$ cat config.mk
export PLATFORM = sky130hd
export DESIGN_NAME = itch_feed_stats_parser_core
export DESIGN_NICKNAME = d
export VERILOG_FILES = /design/src/rtl/ifsp_pkg.sv /design/src/rtl/itch_feed_stats_parser_core.sv /design/src/rtl/ifsp_fifo.sv /design/src/rtl/ifsp_front.sv /design/src/rtl/ifsp_back.sv
export VERILOG_INCLUDE_DIRS = /design/src /design/src/rtl
export SDC_FILE = /design/constraint.sdc
export NUM_CORES = 2
export LEC_CHECK = 0
export ABC_AREA = 1
export BUFFER_PORTS_ARGS = -buffer_cell sky130_fd_sc_hd__clkbuf_2
export CORE_MARGIN = 8
export CORE_UTILIZATION = 40
export CTS_CLUSTER_DIAMETER = 50
export DETAILED_ROUTE_END_ITERATION = 10
export PLACE_DENSITY = 0.54
export SLEW_MARGIN = 25
export SYNTH_ARGS = -nofsm -noshare
export SYNTH_HDL_FRONTEND = slang
export SYNTH_SLANG_ARGS = --single-unit
export TNS_END_PERCENT = 30
$ cat constraint.sdc
create_clock -name clk_i -period 17.7 [get_ports clk_i]
set_clock_uncertainty 0.2 [all_clocks]
set_input_delay 3.54 -clock clk_i [delete_from_list [all_inputs] [get_ports clk_i]]
set_output_delay 3.54 -clock clk_i [all_outputs]
set_load 0.005 [all_outputs]
$ cat src/rtl/itch_feed_stats_parser_core_macros.svh
// assertion helpers shared by the parser modules
`ifndef ITCH_FEED_STATS_PARSER_CORE_MACROS_SVH
`define ITCH_FEED_STATS_PARSER_CORE_MACROS_SVH

// checked on every clock edge outside reset
`define IFSP_ASSERT(lbl, prop, msg) \
  lbl: assert property (@(posedge clk_i) disable iff (!rst_ni) prop) else $error(msg);

// checked on every clock edge, reset included
`define IFSP_ASSERT_ALWAYS(lbl, prop, msg) \
  lbl: assert property (@(posedge clk_i) prop) else $error(msg);

`endif

$ cat src/rtl/ifsp_pkg.sv
package ifsp_pkg;

  typedef enum logic [1:0] {
    PH_LEN_HI  = 2'd0,
    PH_LEN_LO  = 2'd1,
    PH_PAYLOAD = 2'd2,
    PH_HALT    = 2'd3
  } phase_e;

  typedef enum logic [2:0] {
    ST_DONE        = 3'd0,
    ST_CLEAN_END   = 3'd1,
    ST_CUT_PREFIX  = 3'd2,
    ST_CUT_PAYLOAD = 3'd3,
    ST_ZERO_LEN    = 3'd4,
    ST_SHORT_ADD   = 3'd5
  } status_e;

  localparam logic CFG_ADD_TYPE    = 1'b0;
  localparam logic CFG_ADD_MIN_LEN = 1'b1;

  localparam logic [7:0]  ADD_TYPE_RST    = 8'd65;
  localparam logic [15:0] ADD_MIN_LEN_RST = 16'd36;

  localparam logic [15:0] TS_FIRST   = 16'd5;
  localparam logic [15:0] TS_LAST    = 16'd10;
  localparam logic [15:0] SH_FIRST   = 16'd20;
  localparam logic [15:0] SH_LAST    = 16'd23;
  localparam logic [15:0] TS_MIN_LEN = 16'd11;

  typedef struct packed {
    status_e     status;
    logic        ts_upd;
    logic        is_add;
    logic [7:0]  mtype;
    logic [47:0] ts;
    logic [31:0] shares;
  } cmd_t;

  typedef struct packed {
    status_e     status;
    logic [7:0]  message_type;
    logic [31:0] message_count;
    logic [31:0] add_count;
    logic [63:0] shares_total;
    logic [47:0] first_stamp;
    logic [47:0] last_stamp;
    logic [31:0] backward_count;
  } result_t;

endpackage

$ cat src/rtl/itch_feed_stats_parser_core.sv
// channel   direction  handshake            payload
// input     in         push_i / full_o      mode_i, data_byte_i
// result    out        pop_i / empty_o      status_o .. backward_count_o
// config    in         cfg_we_i             cfg_addr_i, cfg_wdata_i
//
// one feed byte per cycle while full_o is low; the front parser updates
// framing state in the transfer cycle and queues a command, the back end
// pops it and applies it to the statistics once the result queue has room
// full_o rises only when the command queue is full; bytes that give no result
// still wait then. reset (rst_ni low, async) returns to the first length byte
module itch_feed_stats_parser_core #(
  parameter int COUNT_WIDTH = 32,
  parameter int CMD_DEPTH   = 2,
  parameter int RES_DEPTH   = 2
) (
  input  logic        clk_i,
  input  logic        rst_ni,
  input  logic        cfg_we_i,
  input  logic        cfg_addr_i,
  input  logic [15:0] cfg_wdata_i,
  input  logic        push_i,
  output logic        full_o,
  input  logic        mode_i,
  input  logic [7:0]  data_byte_i,
  output logic        empty_o,
  input  logic        pop_i,
  output logic [2:0]  status_o,
  output logic [7:0]  message_type_o,
  output logic [31:0] message_count_o,
  output logic [31:0] add_count_o,
  output logic [63:0] shares_total_o,
  output logic [47:0] first_stamp_o,
  output logic [47:0] last_stamp_o,
  output logic [31:0] backward_count_o
);
  import ifsp_pkg::*;

  localparam int CMD_W = $bits(cmd_t);
  localparam int RES_W = $bits(result_t);

  logic             accept;
  logic             cmd_push, cmd_full, cmd_empty, cmd_pop;
  cmd_t             cmd_in, cmd_head;
  logic [CMD_W-1:0] cmd_rdata;
  logic             res_push, res_full;
  result_t          res_in, res_head;
  logic [RES_W-1:0] res_rdata;

  assign accept = push_i && !full_o;
  assign full_o = cmd_full;

  ifsp_front u_front (
    .clk_i       (clk_i),
    .rst_ni      (rst_ni),
    .cfg_we_i    (cfg_we_i),
    .cfg_addr_i  (cfg_addr_i),
    .cfg_wdata_i (cfg_wdata_i),
    .accept_i    (accept),
    .mode_i      (mode_i),
    .data_byte_i (data_byte_i),
    .cmd_push_o  (cmd_push),
    .cmd_o       (cmd_in)
  );

  ifsp_fifo #(
    .WIDTH (CMD_W),
    .DEPTH (CMD_DEPTH)
  ) u_cmd_q (
    .clk_i   (clk_i),
    .rst_ni  (rst_ni),
    .push_i  (cmd_push),
    .data_i  (cmd_in),
    .full_o  (cmd_full),
    .pop_i   (cmd_pop),
    .data_o  (cmd_rdata),
    .empty_o (cmd_empty)
  );

  assign cmd_head = cmd_t'(cmd_rdata);

  ifsp_back #(
    .COUNT_WIDTH (COUNT_WIDTH)
  ) u_back (
    .clk_i       (clk_i),
    .rst_ni      (rst_ni),
    .cmd_i       (cmd_head),
    .cmd_empty_i (cmd_empty),
    .cmd_pop_o   (cmd_pop),
    .res_full_i  (res_full),
    .res_push_o  (res_push),
    .res_o       (res_in)
  );

  ifsp_fifo #(
    .WIDTH (RES_W),
    .DEPTH (RES_DEPTH)
  ) u_res_q (
    .clk_i   (clk_i),
    .rst_ni  (rst_ni),
    .push_i  (res_push),
    .data_i  (res_in),
    .full_o  (res_full),
    .pop_i   (pop_i),
    .data_o  (res_rdata),
    .empty_o (empty_o)
  );

  assign res_head         = result_t'(res_rdata);
  assign status_o         = res_head.status;
  assign message_type_o   = res_head.message_type;
  assign message_count_o  = res_head.message_count;
  assign add_count_o      = res_head.add_count;
  assign shares_total_o   = res_head.shares_total;
  assign first_stamp_o    = res_head.first_stamp;
  assign last_stamp_o     = res_head.last_stamp;
  assign backward_count_o = res_head.backward_count;

endmodule

$ cat src/rtl/ifsp_fifo.sv
`include "itch_feed_stats_parser_core_macros.svh"

module ifsp_fifo #(
  parameter int WIDTH = 8,
  parameter int DEPTH = 2
) (
  input  logic             clk_i,
  input  logic             rst_ni,
  input  logic             push_i,
  input  logic [WIDTH-1:0] data_i,
  output logic             full_o,
  input  logic             pop_i,
  output logic [WIDTH-1:0] data_o,
  output logic             empty_o
);

  localparam int AW = (DEPTH > 1) ? $clog2(DEPTH) : 1;
  localparam int CW = $clog2(DEPTH + 1);

  logic [WIDTH-1:0] mem_q [DEPTH];
  logic [AW-1:0]    wr_ptr_q, wr_ptr_d;
  logic [AW-1:0]    rd_ptr_q, rd_ptr_d;
  logic [CW-1:0]    cnt_q, cnt_d;
  logic             do_push, do_pop;

  assign full_o  = (cnt_q == CW'(DEPTH));
  assign empty_o = (cnt_q == '0);
  assign do_push = push_i && !full_o;
  assign do_pop  = pop_i && !empty_o;
  assign data_o  = mem_q[rd_ptr_q];

  always_comb begin
    wr_ptr_d = wr_ptr_q;
    rd_ptr_d = rd_ptr_q;
    cnt_d    = cnt_q;
    if (do_push) begin
      wr_ptr_d = (wr_ptr_q == AW'(DEPTH - 1)) ? '0 : wr_ptr_q + AW'(1);
    end
    if (do_pop) begin
      rd_ptr_d = (rd_ptr_q == AW'(DEPTH - 1)) ? '0 : rd_ptr_q + AW'(1);
    end
    if (do_push && !do_pop) begin
      cnt_d = cnt_q + CW'(1);
    end else if (do_pop && !do_push) begin
      cnt_d = cnt_q - CW'(1);
    end
  end

  always_ff @(posedge clk_i or negedge rst_ni) begin
    if (!rst_ni) begin
      wr_ptr_q <= '0;
      rd_ptr_q <= '0;
      cnt_q    <= '0;
    end else begin
      wr_ptr_q <= wr_ptr_d;
      rd_ptr_q <= rd_ptr_d;
      cnt_q    <= cnt_d;
    end
  end

  always_ff @(posedge clk_i) begin
    if (do_push) begin
      mem_q[wr_ptr_q] <= data_i;
    end
  end

  `IFSP_ASSERT(a_no_push_full, push_i |-> !full_o, "push into full queue")
  `IFSP_ASSERT(a_full_holds, full_o && !do_pop |=> full_o, "full queue lost an entry")
  `IFSP_ASSERT(a_cnt_range, cnt_q <= CW'(DEPTH), "queue count out of range")

endmodule

$ cat src/rtl/ifsp_front.sv
`include "itch_feed_stats_parser_core_macros.svh"

module ifsp_front (
  input  logic          clk_i,
  input  logic          rst_ni,
  input  logic          cfg_we_i,
  input  logic          cfg_addr_i,
  input  logic [15:0]   cfg_wdata_i,
  input  logic          accept_i,
  input  logic          mode_i,
  input  logic [7:0]    data_byte_i,
  output logic          cmd_push_o,
  output ifsp_pkg::cmd_t cmd_o
);
  import ifsp_pkg::*;

  phase_e      phase_q, phase_d;
  logic [15:0] len_q, len_d;
  logic [15:0] pos_q, pos_d;
  logic [7:0]  type_q, type_d;
  logic [47:0] ts_q, ts_d;
  logic [31:0] sh_q, sh_d;
  logic [7:0]  add_type_q;
  logic [15:0] add_min_q;

  always_ff @(posedge clk_i or negedge rst_ni) begin
    if (!rst_ni) begin
      add_type_q <= ADD_TYPE_RST;
      add_min_q  <= ADD_MIN_LEN_RST;
    end else if (cfg_we_i) begin
      unique case (cfg_addr_i)
        CFG_ADD_TYPE:    add_type_q <= cfg_wdata_i[7:0];
        CFG_ADD_MIN_LEN: add_min_q  <= cfg_wdata_i;
        default: ;
      endcase
    end
  end

  always_comb begin
    phase_d    = phase_q;
    len_d      = len_q;
    pos_d      = pos_q;
    type_d     = type_q;
    ts_d       = ts_q;
    sh_d       = sh_q;
    cmd_push_o = 1'b0;
    cmd_o      = '0;
    if (accept_i && phase_q != PH_HALT) begin
      if (mode_i) begin
        cmd_push_o = 1'b1;
        phase_d    = PH_HALT;
        priority if (phase_q == PH_LEN_HI) begin
          cmd_o.status = ST_CLEAN_END;
        end else if (phase_q == PH_LEN_LO) begin
          cmd_o.status = ST_CUT_PREFIX;
        end else begin
          cmd_o.status = ST_CUT_PAYLOAD;
        end
      end else begin
        unique case (phase_q)
          PH_LEN_HI: begin
            len_d   = {data_byte_i, 8'h00};
            phase_d = PH_LEN_LO;
          end
          PH_LEN_LO: begin
            len_d = {len_q[15:8], data_byte_i};
            if (len_d == '0) begin
              cmd_push_o   = 1'b1;
              cmd_o.status = ST_ZERO_LEN;
              phase_d      = PH_HALT;
            end else begin
              pos_d   = '0;
              type_d  = '0;
              ts_d    = '0;
              sh_d    = '0;
              phase_d = PH_PAYLOAD;
            end
          end
          PH_PAYLOAD: begin
            if (pos_q == '0) begin
              type_d = data_byte_i;
            end
            if (pos_q >= TS_FIRST && pos_q <= TS_LAST) begin
              ts_d = {ts_q[39:0], data_byte_i};
            end
            if (pos_q >= SH_FIRST && pos_q <= SH_LAST) begin
              sh_d = {sh_q[23:0], data_byte_i};
            end
            if (({1'b0, pos_q} + 17'd1) < {1'b0, len_q}) begin
              pos_d = pos_q + 16'd1;
            end else begin
              // last payload byte: hand the message to the back end
              cmd_push_o   = 1'b1;
              cmd_o.ts     = ts_d;
              cmd_o.shares = sh_d;
              cmd_o.ts_upd = (len_q >= TS_MIN_LEN);
              cmd_o.is_add = (type_d == add_type_q);
              if (cmd_o.is_add && len_q < add_min_q) begin
                cmd_o.status = ST_SHORT_ADD;
                phase_d      = PH_HALT;
              end else begin
                cmd_o.status = ST_DONE;
                cmd_o.mtype  = type_d;
                phase_d      = PH_LEN_HI;
                pos_d        = '0;
              end
            end
          end
          PH_HALT: ;
        endcase
      end
    end
  end

  always_ff @(posedge clk_i or negedge rst_ni) begin
    if (!rst_ni) begin
      phase_q <= PH_LEN_HI;
      len_q   <= '0;
      pos_q   <= '0;
      type_q  <= '0;
      ts_q    <= '0;
      sh_q    <= '0;
    end else begin
      phase_q <= phase_d;
      len_q   <= len_d;
      pos_q   <= pos_d;
      type_q  <= type_d;
      ts_q    <= ts_d;
      sh_q    <= sh_d;
    end
  end

  `IFSP_ASSERT(a_halt_sticky, phase_q == PH_HALT |=> phase_q == PH_HALT, "left halt state")
  `IFSP_ASSERT(a_push_on_accept, cmd_push_o |-> accept_i, "command without accepted byte")
  `IFSP_ASSERT(a_end_pushes, accept_i && mode_i && phase_q != PH_HALT |-> cmd_push_o,
               "end marker gave no command")

endmodule

$ cat src/rtl/ifsp_back.sv
`include "itch_feed_stats_parser_core_macros.svh"

module ifsp_back #(
  parameter int COUNT_WIDTH = 32
) (
  input  logic              clk_i,
  input  logic              rst_ni,
  input  ifsp_pkg::cmd_t    cmd_i,
  input  logic              cmd_empty_i,
  output logic              cmd_pop_o,
  input  logic              res_full_i,
  output logic              res_push_o,
  output ifsp_pkg::result_t res_o
);
  import ifsp_pkg::*;

  logic [COUNT_WIDTH-1:0] msg_cnt_q, msg_cnt_d;
  logic [COUNT_WIDTH-1:0] add_cnt_q, add_cnt_d;
  logic [COUNT_WIDTH-1:0] bwd_cnt_q, bwd_cnt_d;
  logic [63:0]            shares_q, shares_d;
  logic [64:0]            shares_sum;
  logic [47:0]            first_q, first_d;
  logic [47:0]            last_q, last_d;
  logic                   have_ts_q, have_ts_d;

  function automatic logic [COUNT_WIDTH-1:0] bump(input logic [COUNT_WIDTH-1:0] c);
    return (c == '1) ? c : c + COUNT_WIDTH'(1);
  endfunction

  function automatic logic [31:0] clip32(input logic [COUNT_WIDTH-1:0] c);
    logic [63:0] wide;
    wide = 64'(c);
    return (wide[63:32] != '0) ? 32'hFFFF_FFFF : wide[31:0];
  endfunction

  assign cmd_pop_o  = !cmd_empty_i && !res_full_i;
  assign res_push_o = cmd_pop_o;
  assign shares_sum = {1'b0, shares_q} + 65'(cmd_i.shares);

  always_comb begin
    msg_cnt_d = msg_cnt_q;
    add_cnt_d = add_cnt_q;
    bwd_cnt_d = bwd_cnt_q;
    shares_d  = shares_q;
    first_d   = first_q;
    last_d    = last_q;
    have_ts_d = have_ts_q;
    if (cmd_pop_o) begin
      if (cmd_i.ts_upd) begin
        if (!have_ts_q) begin
          first_d   = cmd_i.ts;
          have_ts_d = 1'b1;
        end else if (cmd_i.ts < last_q) begin
          bwd_cnt_d = bump(bwd_cnt_q);
        end
        last_d = cmd_i.ts;
      end
      if (cmd_i.status == ST_DONE) begin
        msg_cnt_d = bump(msg_cnt_q);
        if (cmd_i.is_add) begin
          add_cnt_d = bump(add_cnt_q);
          shares_d  = shares_sum[64] ? '1 : shares_sum[63:0];
        end
      end
    end
    res_o.status         = cmd_i.status;
    res_o.message_type   = cmd_i.mtype;
    res_o.message_count  = clip32(msg_cnt_d);
    res_o.add_count      = clip32(add_cnt_d);
    res_o.shares_total   = shares_d;
    res_o.first_stamp    = first_d;
    res_o.last_stamp     = last_d;
    res_o.backward_count = clip32(bwd_cnt_d);
  end

  always_ff @(posedge clk_i or negedge rst_ni) begin
    if (!rst_ni) begin
      msg_cnt_q <= '0;
      add_cnt_q <= '0;
      bwd_cnt_q <= '0;
      shares_q  <= '0;
      first_q   <= '0;
      last_q    <= '0;
      have_ts_q <= 1'b0;
    end else begin
      msg_cnt_q <= msg_cnt_d;
      add_cnt_q <= add_cnt_d;
      bwd_cnt_q <= bwd_cnt_d;
      shares_q  <= shares_d;
      first_q   <= first_d;
      last_q    <= last_d;
      have_ts_q <= have_ts_d;
    end
  end

  `IFSP_ASSERT(a_idle_stable, !cmd_pop_o |=> $stable(msg_cnt_q) && $stable(shares_q),
               "statistics moved without a command")
  `IFSP_ASSERT(a_adds_le_msgs, add_cnt_q <= msg_cnt_q, "more adds than messages")
  `IFSP_ASSERT(a_no_ts_zero, !have_ts_q |-> last_q == '0 && first_q == '0,
               "timestamp set without a sample")

endmodule

==> summary.txt <==
Run status
  • Status: complete, no violations

Synth
  • Mapped Avg Cell Area: 10.0 um^2
  • Post-Syn Area: 50300 um^2
  • Sequential area share after synthesis: 63.4%
  • Distinct cells, synth: 51
  • Syn Nets: 5179
  • Seq cells post-synth: 1131
  • Syn Inst Count: 5025
  • Synth warn: 0

Drt
  • WL/cell: 18.0 um
  • Number of vias per cell: 4.88
  • Via Count: 34600
  • Drt drc: 0
  • Post-Route WL: 128000 um
  • DRT Pass-1 Iters: 5
  • Initial DRC count: 2529
  • Antenna-violating nets left: 0

Placed design
  • Placed Area: 53500 um^2
  • Inst Count DP: 6832
  • Routability cong.: 0.907
  • Buffers on Ports: 299
  • Pre-CTS setup slack: 10490 ps
  • Detailed Place HPWL: 86800 um

Worst setup path
  • Origin of the worst setup path: u_res_q.rd_ptr_q
  • Reg2reg end: u_res_q.mem_q[1][158]
  • Register-to-register setup slack: 11720 ps
  • WP data arrival: 3540 ps
  • Capture point of the critical path: first_stamp_o[4]
  • Reg-to-reg startpoint: u_cmd_q.rd_ptr_q
  • Crit end category: primary output
  • Crit Path Class: reg -> out
  • R2R depth: 16
  • WP data required: 13960 ps
  • CP max FO: 81
  • Startpoint types: flop

STA
  • Min Hold Slack: 279 ps
  • Post-route setup TNS: 0 ps
  • Worst setup margin: 10420 ps
  • Final setup violating endpoints: 0
  • Least-Margin Pin Slew: 1010 ps
  • RSZ-0062 raised after global routing: false
  • Fmax: 137 MHz
  • Final period utilization: 41.1%
  • Pins over their slew limit: 0
  • Min Tclk post-route: 7280 ps
  • Final hold vios: 0
  • Slew HR: 32.5%

Power
  • Peak supply drop: 0.129 mV
  • Pwr/cell area: 186 nW/um^2
  • P_leak: 25.0 nW
  • Pwr Total: 10.8 mW

Final layout
  • ANT cells: 0
  • Register area: 31900 um^2
  • Area grow syn2layout: 15.6%
  • Fillers: 11700
  • Util after Layout: 46.5%
  • Post-route design area: 58200 um^2
  • Most common cell after layout, fill and taps aside: nand2_1
  • Most frequent cells in the layout: nand2_1 (1720), edfxtp_1 (720), inv_1 (453), dfrtp_1 (405), nor2_1 (305)
  • Nets: 5479
  • Layout cell share with drive strength beyond 1: 12.7%
  • Final Instance Count excl. Fillers: 7096
  • Area of the multi-input gates: 16000 um^2

Clock tree
  • CTS tree: done
  • H-tree depth: 4
  • Insertion delay to the later sink of the worst-skew pair: 760 ps
  • Post-CTS Setup Bufs: 0
  • Reg clk slew, reported paths: 60 ps
  • CTS Root Cell: clkbuf_16
  • Num CTS Buffers: 141
  • Cts repair resizes: 0
  • CTS Buffer Depth: 3
  • CTS sink count: 1131
  • Hold buffer count at cts: 0

Global routing
  • Largest net degree at the start of global routing: 127
  • Overflow left after global routing: 0
  • Vias in the first global route: 33400
  • GRT Total Usage: 18.4%
  • Initial antenna violation count: 2
  • Global-route wire length before repair: 198000 um

Floorplan
  • Core area: 125000 um^2
  • Die area: 137000 um^2
  • Row count: 130
  • Die W: 371 um
  • Io pins: 300
  • Initial Util: 40.2%
  • Die H: 371 um

Min path
  • Hold Crit Class: reg -> reg

Job
  • Max cap viols: 0
cell families after synthesis:
group | Yosys count | share of synthesized area (%)
flip-flops | 1131 | 63.4
AO/OA/AOI/OAI | 562 | 5.86
multiplexers | 48 | 1.07
adder cells (fa/ha/maj) | 123 | 3.07
buffers and inverters | 640 | 4.99
XOR/XNOR | 126 | 2.19
AND/OR/NAND/NOR | 2395 | 19.4
synthesized netlist by cell type (all sizes together):
library cell  instances  area (um^2)
o21a                  6         45.0
a22oi                 1         7.51
o21ai               317         1590
a211oi                3         22.5
ha                  122         1530
a21boi                9         67.6
edfxtp              720        21600
a31oi                 7         43.8
a31o                  1         8.76
nor4                 31          194
o22ai                10         68.8
nand2              1729         6520
o31ai                 8         60.1
buf                  53          310
xnor2                49          429
a21o                  4         30.0
xor2                 77          674
mux2                 48          541
dfrtp               407        10200
o21bai                8         60.1
fa                    1         20.0
a21oi               188          941
and3                  2         12.5
or4                   1         7.51
dfstp                 4          105
clkbuf              121          454
nand3b               13         97.6
inv                 466         1750
nand4                57          393
nand3               150          776
or2                  24          150
nor2                326         1310
nor3                 62          330
per-layer routing:
layer	wire length [um]	part of all wire (%)	track usage (%)
met1	59400	47	25.6
met2	58900	46	29.4
met3	6240	4.9	3.48
met4	3030	2.4	5.43
met5	0	0	0
registers in the layout (all words and copies together) (netlist names), 8 cells and up:
register            count
u_front.pos_q          16
u_cmd_q.mem_q         186
u_back.bwd_cnt_q       32
u_front.ts_q           48
u_back.add_cnt_q       32
u_back.last_q          48
u_front.add_type_q      8
u_back.msg_cnt_q       32
u_front.add_min_q      16
u_back.first_q         48
u_front.sh_q           32
u_back.shares_q        64
u_res_q.mem_q         534
u_front.len_q          16
u_front.type_q          8
power by group:
group / internal, mW / switching (mW)
clock network: 1.68 / 1.16
registers: 3.98 / 0.315
logic: 1.10 / 2.58
total: 6.76 / 4.06
layout make-up:
| type | instances | area share (%) |
|---|---|---|
| timing repair buffer | 331 | 3.05 |
| inverter | 466 | 3.02 |
| clock buffer | 177 | 6.56 |
| sequential | 1131 | 54.9 |
| clock inverter | 87 | 1.50 |
| tap | 1650 | 3.55 |
| multi-input combinational | 3254 | 27.5 |
how the worst min path moves through the flow:
| stage | start | to | slack [ps] | depth (start not counted) |
|---|---|---|---|---|
| 3_3_place_gp | u_front.ts_q[40] | u_front.ts_q[40] | 270 | 2 |
| 2_1_floorplan | u_front.type_q[0] | u_front.type_q[0] | 250 | 2 |
| 3_5_place_dp | u_front.type_q[0] | u_front.type_q[0] | 270 | 2 |
| 5_1_grt | u_front.add_min_q[1] | u_front.add_min_q[1] | 300 | 2 |
| 4_1_cts | u_front.type_q[0] | u_front.type_q[0] | 280 | 2 |
| 6_report | u_front.type_q[0] | u_front.type_q[0] | 280 | 2 |
worst max-delay path: stages, from the launching register on:
cell,delay [ps]
dfrtp_4,900
buf_4,670
buf_4,700
nand2_1,100
nand2_1,110
clkbuf_2,120
Note: power is estimated with default switching activity, not from simulation.
